--- src/hw/rtl/msit_pkg.sv ---
`timescale 1ns / 1ps
`default_nettype none

package msit_pkg;

  localparam int SLOTS_DEF   = 4;
  localparam int COUNT_W_DEF = 32;
  localparam int PRESCALE_W  = 16;
  localparam int REQ_W       = 2;
  localparam int PERIOD_W    = 32;
  localparam int SLOT_W      = 2;
  localparam int ASSIGN_W    = 3;
  localparam int COUNT_OUT_W = 32;

  typedef enum logic [REQ_W-1:0] {
    REQ_TICK    = 2'd0,
    REQ_SET_PER = 2'd1,
    REQ_SET_ONE = 2'd2,
    REQ_CLEAR   = 2'd3
  } req_e;

  typedef struct packed {
    logic load;  // capture the accepted transaction
    logic exec;  // update timer state and the result register
  } dp_cmd_t;

endpackage

`default_nettype wire

--- src/hw/rtl/msit_ctrl.sv ---
`timescale 1ns / 1ps
`default_nettype none

module msit_ctrl (
  input  wire logic             clk_i,
  input  wire logic             rst_ni,
  input  wire logic             in_valid_i,
  output logic                  in_ready_o,
  output logic                  out_valid_o,
  input  wire logic             out_ready_i,
  output msit_pkg::dp_cmd_t     cmd_o
);

  typedef enum logic {
    ST_IDLE,
    ST_EXEC
  } state_e;

  state_e state_q;
  logic   out_valid_q;
  logic   exec;

  assign in_ready_o  = (state_q == ST_IDLE);
  assign out_valid_o = out_valid_q;

  // the result register must be free or draining before it is overwritten
  assign exec = (state_q == ST_EXEC) && (!out_valid_q || out_ready_i);

  assign cmd_o.load = in_valid_i && (state_q == ST_IDLE);
  assign cmd_o.exec = exec;

  always_ff @(posedge clk_i or negedge rst_ni) begin
    if (!rst_ni) begin
      state_q     <= ST_IDLE;
      out_valid_q <= 1'b0;
    end else begin
      unique case (state_q)
        ST_IDLE: begin
          if (in_valid_i) state_q <= ST_EXEC;
        end
        ST_EXEC: begin
          if (exec) state_q <= ST_IDLE;
        end
        default: state_q <= ST_IDLE;
      endcase
      if (exec) begin
        out_valid_q <= 1'b1;
      end else if (out_ready_i) begin
        out_valid_q <= 1'b0;
      end
    end
  end

  a_exec_once: assert property (@(posedge clk_i) disable iff (!rst_ni)
    exec |=> !exec)
    else $error("exec issued twice for one transaction");

  a_load_idle: assert property (@(posedge clk_i) disable iff (!rst_ni)
    cmd_o.load |=> (state_q == ST_EXEC) && !exec || (state_q == ST_EXEC))
    else $error("load did not move the controller to exec");

  a_result_after_exec: assert property (@(posedge clk_i) disable iff (!rst_ni)
    exec |=> out_valid_q)
    else $error("result not presented after exec");

endmodule

`default_nettype wire

--- src/hw/rtl/msit_dp.sv ---
`timescale 1ns / 1ps
`default_nettype none

module msit_dp #(
  parameter int COUNT_W = msit_pkg::COUNT_W_DEF
) (
  input  wire logic                               clk_i,
  input  wire logic                               rst_ni,
  input  wire msit_pkg::dp_cmd_t                  cmd_i,
  input  wire logic                               cfg_we_i,
  input  wire logic [msit_pkg::PRESCALE_W-1:0]    cfg_prescale_i,
  input  wire logic [msit_pkg::REQ_W-1:0]         req_type_i,
  input  wire logic [msit_pkg::PERIOD_W-1:0]      period_i,
  input  wire logic [msit_pkg::SLOT_W-1:0]        slot_i,
  output logic      [msit_pkg::ASSIGN_W-1:0]      assigned_slot_o,
  output logic      [msit_pkg::SLOTS_DEF-1:0]     fired_o,
  output logic      [msit_pkg::COUNT_OUT_W-1:0]   count_value_o
);

  localparam int SLOTS = msit_pkg::SLOTS_DEF;

  // control state
  logic [msit_pkg::PRESCALE_W-1:0] prescale_q;
  logic [msit_pkg::PRESCALE_W-1:0] pcnt_q, pcnt_d;
  logic [COUNT_W-1:0]              cnt_q, cnt_d;
  logic [SLOTS-1:0]                active_q, active_d;

  // payload
  logic [COUNT_W-1:0]              match_q  [SLOTS];
  logic [COUNT_W-1:0]              match_d  [SLOTS];
  logic [COUNT_W-1:0]              reload_q [SLOTS];
  logic [COUNT_W-1:0]              reload_d [SLOTS];
  logic [SLOTS-1:0]                rel_nz_q, rel_nz_d;
  msit_pkg::req_e                  req_q;
  logic [msit_pkg::PERIOD_W-1:0]   period_q;
  logic [msit_pkg::SLOT_W-1:0]     slot_q;
  logic [msit_pkg::ASSIGN_W-1:0]   assigned_q, assigned_d;
  logic [SLOTS-1:0]                fired_q, fired_d;

  logic               expire;
  logic               found;
  logic [COUNT_W-1:0] period_cw;
  logic [COUNT_W-1:0] set_match;

  assign expire    = (pcnt_q >= prescale_q);
  assign period_cw = period_q[COUNT_W-1:0];
  assign set_match = cnt_q + period_cw - COUNT_W'(1);

  always_comb begin
    pcnt_d     = pcnt_q;
    cnt_d      = cnt_q;
    active_d   = active_q;
    rel_nz_d   = rel_nz_q;
    match_d    = match_q;
    reload_d   = reload_q;
    assigned_d = msit_pkg::ASSIGN_W'(SLOTS);
    fired_d    = '0;
    found      = 1'b0;
    unique case (req_q) inside
      msit_pkg::REQ_TICK: begin
        if (expire) begin
          pcnt_d = '0;
          for (int i = 0; i < SLOTS; i++) begin
            if (active_q[i] && match_q[i] == cnt_q) begin
              fired_d[i] = 1'b1;
              if (rel_nz_q[i]) begin
                match_d[i] = cnt_q + reload_q[i];
              end else begin
                active_d[i] = 1'b0;
              end
            end
          end
          cnt_d = cnt_q + COUNT_W'(1);
        end else begin
          pcnt_d = pcnt_q + msit_pkg::PRESCALE_W'(1);
        end
      end
      msit_pkg::REQ_SET_PER, msit_pkg::REQ_SET_ONE: begin
        // lowest free slot wins
        for (int i = 0; i < SLOTS; i++) begin
          if (!found && !active_q[i]) begin
            found       = 1'b1;
            active_d[i] = 1'b1;
            match_d[i]  = set_match;
            assigned_d  = msit_pkg::ASSIGN_W'(i);
            if (req_q == msit_pkg::REQ_SET_PER) begin
              reload_d[i] = period_cw;
              rel_nz_d[i] = (period_q != '0);
            end else begin
              reload_d[i] = '0;
              rel_nz_d[i] = 1'b0;
            end
          end
        end
      end
      default: begin
        for (int i = 0; i < SLOTS; i++) begin
          if (int'(slot_q) == i) begin
            active_d[i] = 1'b0;
            rel_nz_d[i] = 1'b0;
            reload_d[i] = '0;
          end
        end
      end
    endcase
  end

  always_ff @(posedge clk_i or negedge rst_ni) begin
    if (!rst_ni) begin
      prescale_q <= '0;
      pcnt_q     <= '0;
      cnt_q      <= '0;
      active_q   <= '0;
      rel_nz_q   <= '0;
    end else begin
      if (cfg_we_i) prescale_q <= cfg_prescale_i;
      if (cmd_i.exec) begin
        pcnt_q   <= pcnt_d;
        cnt_q    <= cnt_d;
        active_q <= active_d;
        rel_nz_q <= rel_nz_d;
      end
    end
  end

  always_ff @(posedge clk_i) begin
    if (cmd_i.load) begin
      req_q    <= msit_pkg::req_e'(req_type_i);
      period_q <= period_i;
      slot_q   <= slot_i;
    end
    if (cmd_i.exec) begin
      match_q    <= match_d;
      reload_q   <= reload_d;
      assigned_q <= assigned_d;
      fired_q    <= fired_d;
    end
  end

  assign assigned_slot_o = assigned_q;
  assign fired_o         = fired_q;
  assign count_value_o   = msit_pkg::COUNT_OUT_W'(cnt_q);

  a_fire_active: assert property (@(posedge clk_i) disable iff (!rst_ni)
    cmd_i.exec |=> (fired_q & ~$past(active_q)) == '0)
    else $error("inactive slot fired");

  a_fire_tick_only: assert property (@(posedge clk_i) disable iff (!rst_ni)
    cmd_i.exec && req_q != msit_pkg::REQ_TICK |=> fired_q == '0)
    else $error("fire reported on a non-tick transaction");

  a_count_hold: assert property (@(posedge clk_i) disable iff (!rst_ni)
    cmd_i.exec && !(req_q == msit_pkg::REQ_TICK && expire) |=> $stable(cnt_q))
    else $error("count moved without a prescaler wrap");

endmodule

`default_nettype wire

--- src/hw/rtl/multi_slot_interval_timer.sv ---
`timescale 1ns / 1ps
`default_nettype none
// multi-slot interval timer
// input channel (in_valid_i/in_ready_o) carries one request per transaction:
//   tick, set periodic, set one-shot or clear slot, with period_i and slot_i.
// output channel (out_valid_o/out_ready_i) returns one result per request:
//   assigned_slot_o (SLOTS when no slot was free or not a set request),
//   fired_o (slots that matched on this tick) and count_value_o.
// config channel (cfg_valid_i/cfg_ready_o) writes the 16-bit prescaler; it is
//   always ready and should only be written while no request is in flight.
// the request is captured in the request registers when it is taken and
//   is then executed into the output register, which raises out_valid_o.
// the controller takes a new request only while idle, after the last one
//   has updated count, prescaler divider and the slot registers.
// if the receiver stalls, the result holds in the output register and the
//   next request is taken but not executed until the result is accepted.
// reset clears the count, the prescaler, its divider and all slot flags;
//   the block is ready for requests as soon as reset is released.

module multi_slot_interval_timer #(
  parameter int COUNT_W = msit_pkg::COUNT_W_DEF
) (
  input  wire logic                               clk_i,
  input  wire logic                               rst_ni,
  input  wire logic                               cfg_valid_i,
  output logic                                    cfg_ready_o,
  input  wire logic [msit_pkg::PRESCALE_W-1:0]    cfg_prescale_i,
  input  wire logic                               in_valid_i,
  output logic                                    in_ready_o,
  input  wire logic [msit_pkg::REQ_W-1:0]         req_type_i,
  input  wire logic [msit_pkg::PERIOD_W-1:0]      period_i,
  input  wire logic [msit_pkg::SLOT_W-1:0]        slot_i,
  output logic                                    out_valid_o,
  input  wire logic                               out_ready_i,
  output logic      [msit_pkg::ASSIGN_W-1:0]      assigned_slot_o,
  output logic      [msit_pkg::SLOTS_DEF-1:0]     fired_o,
  output logic      [msit_pkg::COUNT_OUT_W-1:0]   count_value_o
);

  msit_pkg::dp_cmd_t cmd;

  assign cfg_ready_o = 1'b1;

  msit_ctrl u_ctrl (
    .clk_i       (clk_i),
    .rst_ni      (rst_ni),
    .in_valid_i  (in_valid_i),
    .in_ready_o  (in_ready_o),
    .out_valid_o (out_valid_o),
    .out_ready_i (out_ready_i),
    .cmd_o       (cmd)
  );

  msit_dp #(
    .COUNT_W (COUNT_W)
  ) u_dp (
    .clk_i           (clk_i),
    .rst_ni          (rst_ni),
    .cmd_i           (cmd),
    .cfg_we_i        (cfg_valid_i),
    .cfg_prescale_i  (cfg_prescale_i),
    .req_type_i      (req_type_i),
    .period_i        (period_i),
    .slot_i          (slot_i),
    .assigned_slot_o (assigned_slot_o),
    .fired_o         (fired_o),
    .count_value_o   (count_value_o)
  );

endmodule

`default_nettype wire
--- config.mk ---
export PLATFORM = sky130hd
export DESIGN_NAME = multi_slot_interval_timer
export DESIGN_NICKNAME = d
export VERILOG_FILES = /design/src/hw/rtl/msit_pkg.sv /design/src/hw/rtl/msit_ctrl.sv /design/src/hw/rtl/msit_dp.sv /design/src/hw/rtl/multi_slot_interval_timer.sv
export SDC_FILE = /design/constraint.sdc
export NUM_CORES = 1
export LEC_CHECK = 0
export BUFFER_PORTS_ARGS = -buffer_cell sky130_fd_sc_hd__buf_2
export CORE_MARGIN = 2
export CORE_UTILIZATION = 50
export DETAILED_ROUTE_END_ITERATION = 8
export GPL_ROUTABILITY_DRIVEN = 0
export PLACE_DENSITY = 0.64
export SYNTH_ARGS = -nofsm -noshare
export SYNTH_HDL_FRONTEND = slang
export SYNTH_SLANG_ARGS = --single-unit
export TNS_END_PERCENT = 20
--- constraint.sdc ---
create_clock -name clk_i -period 15.9 [get_ports clk_i]
set_input_delay 3.18 -clock clk_i [delete_from_list [all_inputs] [get_ports clk_i]]
set_output_delay 3.18 -clock clk_i [all_outputs]
set_load 0.005 [all_outputs]
Word-level counts from Yosys, hierarchy flattened
Index checks and enable logic that the tools add are counted.
{ "totals": {"output_inout_bits": 42, "input_bits": 57, "latchBits": 0, "rom_bits": 0, "n_memories": 0, "word_cells": 176, "reg_bits": 373, "ramBits": 0} }
{ "op_classes": {"n_bitwise": 2, "muxes": 67, "shifts": 0, "n_reduce_logical": 46, "n_lt_le_gt_ge": 1, "div": 0, "n_mul": 0, "add_sub_neg": 8, "eq_ne": 26} }
{ "ops": {"columns": ["cell", "n"], "rows": [
  ["2-to-1 mux 32 bit", 21],
  ["case mux 128 bit (2 select lines)", 2],
  ["adder 32 bit", 5],
  ["equality test 32 bit", 4],
  ["2-to-1 mux 128 bit", 1],
  ["AND reduction 6 bit", 7],
  ["2-to-1 mux 1 bit", 34],
  ["adder 32 x 1 -> 32 bit (second input constant)", 1],
  ["nonzero test 32 bit", 1],
  ["subtractor 32 x 1 -> 32 bit (second input constant)", 1],
  ["inequality test 2 bit (second input constant)", 9],
  ["adder 16 x 1 -> 16 bit (second input constant)", 1],
  [">= comparator 16 bit", 1],
  ["2-to-1 mux 16 bit", 1],
  ["inequality test 2 x 1 -> 1 bit (second input constant)", 8],
  ["case mux 4 bit (2 select lines)", 2],
  ["AND reduction 4 bit", 4],
  ["2-to-1 mux 3 bit", 4],
  ["nonzero test 2 bit", 6],
  ["nonzero test 3 bit", 4],
  ["logical AND 1 bit", 9],
  ["logical NOT 1 bit", 7],
  ["equality test 2 bit (second input constant)", 3],
  ["AND reduction 5 bit", 1],
  ["9 further kinds", 13]
]} }

Longest topological paths before layout
{ "logic_depth": {"depth_word": 15, "mapped_depth": 16, "depth_no_buf": 15} }

Hierarchy
A second synthesis with hierarchy kept.
{ "unflattened": {"hier_cells": 2391, "hier_area_um2": 24253.3} }
{ "modules_own_cells": {"columns": ["mod", "cells_each", "area_each_um2", "seq_area_each_um2", "instances"], "rows": [
  ["msit_dp", 2380, 24140.7, 10780.3, 1],
  ["msit_ctrl", 9, 101.3, 50.0, 1],
  ["multi_slot_interval_timer", 2, 11.3, 0.0, 1]
]} }

Worst setup path before layout
Ideal clock, no wire load.
{ "synth_timing": {"path_kind": "input to register", "from": "in out_ready_i", "to": "reg u_dp.match_q[100] (netlist name), enable pin", "arrival_time_ns": 8.608, "required_time_ns": 15.305, "path_stages": 3, "n_path_buf": 0, "setup_slack_ns": 6.697, "setup_time_ns": 0.595, "cell_sequence": "nand2b_1 > nand2_1 > a2111oi_0"} }
{ "synth_between": {"elab_chain_len": 3} }
{ "synth_rtl": {"columns": ["item", "line", "source"], "rows": [
  ["start, declared", "multi_slot_interval_timer.sv:34", "input wire logic out_ready_i,"],
  ["logical OR 1 bit", "msit_ctrl.sv:27", "assign exec = (state_q == ST_EXEC) && (!out_valid_q || out_ready_i);"],
  ["logical AND 1 bit", "msit_ctrl.sv:27", null],
  ["AND reduction 6 bit (no line)", null, null],
  ["end signal, assigned", "msit_dp.sv:133", "match_q <= match_d;"],
  ["end, declared", "msit_dp.sv:29", "logic [COUNT_W-1:0] match_q [SLOTS];"]
]} }
No other way between the ends.
A chain may end at the register's enable or synchronous reset.

==> summary.txt <==
Floorplanning
  – Core Box Area: 47500 µm²
  – I/O pin count: between 90 and 100
  – Initial Utilization: 0.504
  – Die Ht: 223 µm
  – Row Count: 80
  – Die Width: 223 µm
  – DIE AREA: 49700 µm²

Synthesis
  – Post-synth EDFFs: around 300
  – Seq/Total Area, Yosys: 0.452
  – Synthesized net count: about 2600
  – Post-Syn Instances: 2312
  – Synth Cell Area: around 24000 µm²
  – Top-area cell type share of the netlist area: 0.375
  – Syn_area_per_cell: 10.4 µm²
  – Cell variety after synth: 78
  – FFs w/ async S/R, synth: 0.198
  – Synth area leaders: edfxtp_1 (37%), ha_1 (11%), dfrtp_1 (7.7%)
  – Yosys top cell by area: edfxtp_1
  – Commonest register cell after synthesis: edfxtp_1
  – Yosys reg bits: 373
  – YS warnings: 0

Routing
  – Top Layer Used: met5
  – Met1 Wirelength: 32300 µm
  – Detail Route Antenna Nets: 0
  – Avg WL per Cell: 24.6 µm
  – DRC Markers: 0
  – Met2 routed wirelength: 33700 µm
  – Met3 WL: 6270 µm
  – Vias per inst: 6.19
  – DR vias: 18900
  – Iteration count of the initial detailed-routing pass: 5
  – Detailed Route Iter0 Violations: 1875
  – Routed wire length: ~75000 µm

Clocking
  – Clock buffer count from CTS: 44
  – CTS tree: done
  – Hold_buf cts: 0
  – Max clock buf depth: 3
  – Clk sinks: 373
  – H-tree Lvls: 2
  – Worst-path clk slew: 0.06 ns
  – Root Driver: clkbuf_16
  – Post_cts resized: 0
  – Worst-skew pair later-pin latency: 0.60 ns
  – # Post-CTS Setup Buffers: 0

Final layout
  – Layout cells sized above 1: 0.0928
  – Area added between synthesis and finish: 10.9%
  – Fin nets: around 2700
  – Fill cells: 4135
  – Most common cell after layout, fill and taps aside: edfxtp_1
  – Most frequent cells in the layout: edfxtp_1 (299), xnor2_1 (210), ha_1 (204)

Global route
  – Total GRT Usage: 0.301
  – Number of global-route vias before repair: about 18000
  – First-pass GRT wire length: 112000 µm
  – Antenna violations before repair: 2
  – Largest net degree at the start of global routing: 79
  – Grt ovf: 0

Power and ir drop
  – Maximum VDD drop: 64.6 µV
  – Leak pwr: 0.0112 µW
  – PD cells: 127 nW/µm²

Timing
  – Setup TNS: 0 ns
  – Slew @ Worst Pin: 0.966 ns
  – Setup violators final: 0
  – Clock skew: 0.0192 ns
  – Final period util: 0.324
  – Max Freq: 194 MHz
  – Max-slew violations: 0
  – RSZ-0062 raised after global routing: false
  – Rel. slew slack: 0.356
  – Final Hold Fails: 0
  – Final worst path period need: slightly above 5 ns
  – Final worst setup slack: between 10 and 15 ns

Worst setup path
  – Most common cell on crit path: inv_1
  – Worst EP arrival: ~5.5 ns
  – Slowest Stage Delay on Critical Path: 0.77 ns
  – CP Class: reg -> reg
  – WP buf/inv: 3
  – CP top delay family: compound AO/OA/AOI/OAI gates
  – Crit path max fanout: 14
  – CP max-delay cell: dfrtp_1
  – Crit path cell chain: inv_1 -> ha_1 -> inv_1 -> ha_1 -> inv_1 -> fa_1 -> nor2b_1 -> o31ai_1 -> a21oi_1 -> o21ai_1 -> o31ai_1 -> a311o_1 -> a21boi_1 -> mux2i_1 -> o211ai_1
  – CP endpoint kind: flop
  – Crit path launch type: flop
  – Critical Path RT: 16.21 ns

Job
  – Max_cap viols: 0

Placement
  – Hpwl dp: 56200 µm
  – I/O Buffers: 97
  – Pre-CTS setup slack: 10.44 ns

Worst hold path
  – Worst Hold Class: reg -> reg

Run status
  – Status: finished, final reports clean
-- per-layer routing --
layer | global-route usage | vias up
li1 | - | 8611
met1 | 0.419 | 9262
met2 | 0.473 | 875
met3 | 0.0519 | 153
met4 | 0.109 | 2
met5 | 0 | -
-- registers in the layout, summed over array words and instances, names as in the netlist --
name,flops
u_ctrl.out_valid_o,1
u_ctrl.state_q,1
u_dp.active_q,4
u_dp.assigned_slot_o,3
u_dp.count_value_o,32
u_dp.fired_o,4
u_dp.match_q,128
u_dp.pcnt_q,16
u_dp.period_cw,32
u_dp.prescale_q,16
u_dp.rel_nz_q,4
u_dp.reload_q,128
u_dp.req_q,2
u_dp.slot_q,2
-- final cells by class --
type | instances | area [µm²] | share of cell area
antenna | 1 | 2.50 | 0.0000943
tap | 615 | 769 | 0.0290
sequential | 373 | 10800 | 0.408
clock buffer | 53 | 1180 | 0.0443
clock inverter | 27 | 268 | 0.0101
timing repair buffer | 129 | 728 | 0.0274
multi-input combinational | 1663 | 12100 | 0.454
inverter | 191 | 717 | 0.0270
-- final timing paths --
path	to	cells after the start	slack (ns)	start
min in group asynchronous	u_dp.prescale_q[15]$_DFFE_PN0P_	1	2.72	rst_ni
setup / recovery	u_dp.match_q[125]$_DFFE_PP_	15	10.75	u_dp.count_value_o[1]$_DFFE_PN0P_
max in group asynchronous	u_dp.count_value_o[27]$_DFFE_PN0P_	1	12.53	rst_ni
hold / removal	u_dp.prescale_q[0]$_DFFE_PN0P_	1	0.52	u_dp.prescale_q[0]$_DFFE_PN0P_
hold reg to reg	u_dp.prescale_q[0]$_DFFE_PN0P_	1	0.52	u_dp.prescale_q[0]$_DFFE_PN0P_
setup reg to reg	u_dp.match_q[125]$_DFFE_PP_	15	10.75	u_dp.count_value_o[1]$_DFFE_PN0P_
-- per-stage QoR --
step	hold WS (ns)	instance area [µm²]	utilization	total power, µW	std cells
after floorplan	0.485	24000	-	2000	2312
after global placement	0.501	25100	0.528	2320	2971
after detailed placement	0.505	25100	0.528	2340	2971
after CTS	0.521	26500	0.558	3360	3051
after global routing	0.544	26500	0.558	3520	3051
final	0.520	26600	0.558	3370	3052
-- synth_stat cells (14+ instances only) --
| master | instances |
|---|---|
| nor2_1 | 90 |
| inv_1 | 189 |
| a21o_1 | 85 |
| nand4_1 | 65 |
| a31oi_1 | 21 |
| o21bai_1 | 19 |
| ha_1 | 206 |
| o211ai_1 | 14 |
| clkbuf_1 | 56 |
| xnor2_1 | 210 |
| o21ai_0 | 124 |
| a21oi_1 | 134 |
| nor4_1 | 28 |
| o21ai_1 | 73 |
| nand2_1 | 143 |
| nand3_1 | 56 |
| xor2_1 | 97 |
| and3_1 | 58 |
| o21a_1 | 17 |
| a211oi_1 | 26 |
| nand2b_1 | 19 |
| nor3_1 | 27 |
| edfxtp_1 | 299 |
| dfrtp_1 | 74 |
-- cell families (layout without fill, tap and decap cells) --
kind of cell    after synthesis  after routing  share of synthesized area
xor+xnor                    310            310                      0.115
compound gates              591            591                      0.154
flops                       373            373                      0.452
other cells                   1              2                   0.000157
buf+inv                     276            400                     0.0469
fa+ha+maj                   211            211                      0.112
mux                          20             20                    0.00878
simple gates                530            530                      0.112
-- report_power, final --
group          switching [µW]  leakage, µW  total (µW)  internal (µW)
registers                92.6      0.00374        1380           1290
clock network             438     0.000699        1020            583
logic                     641      0.00672         968            326
Note: power is estimated with default switching activity, not from simulation.
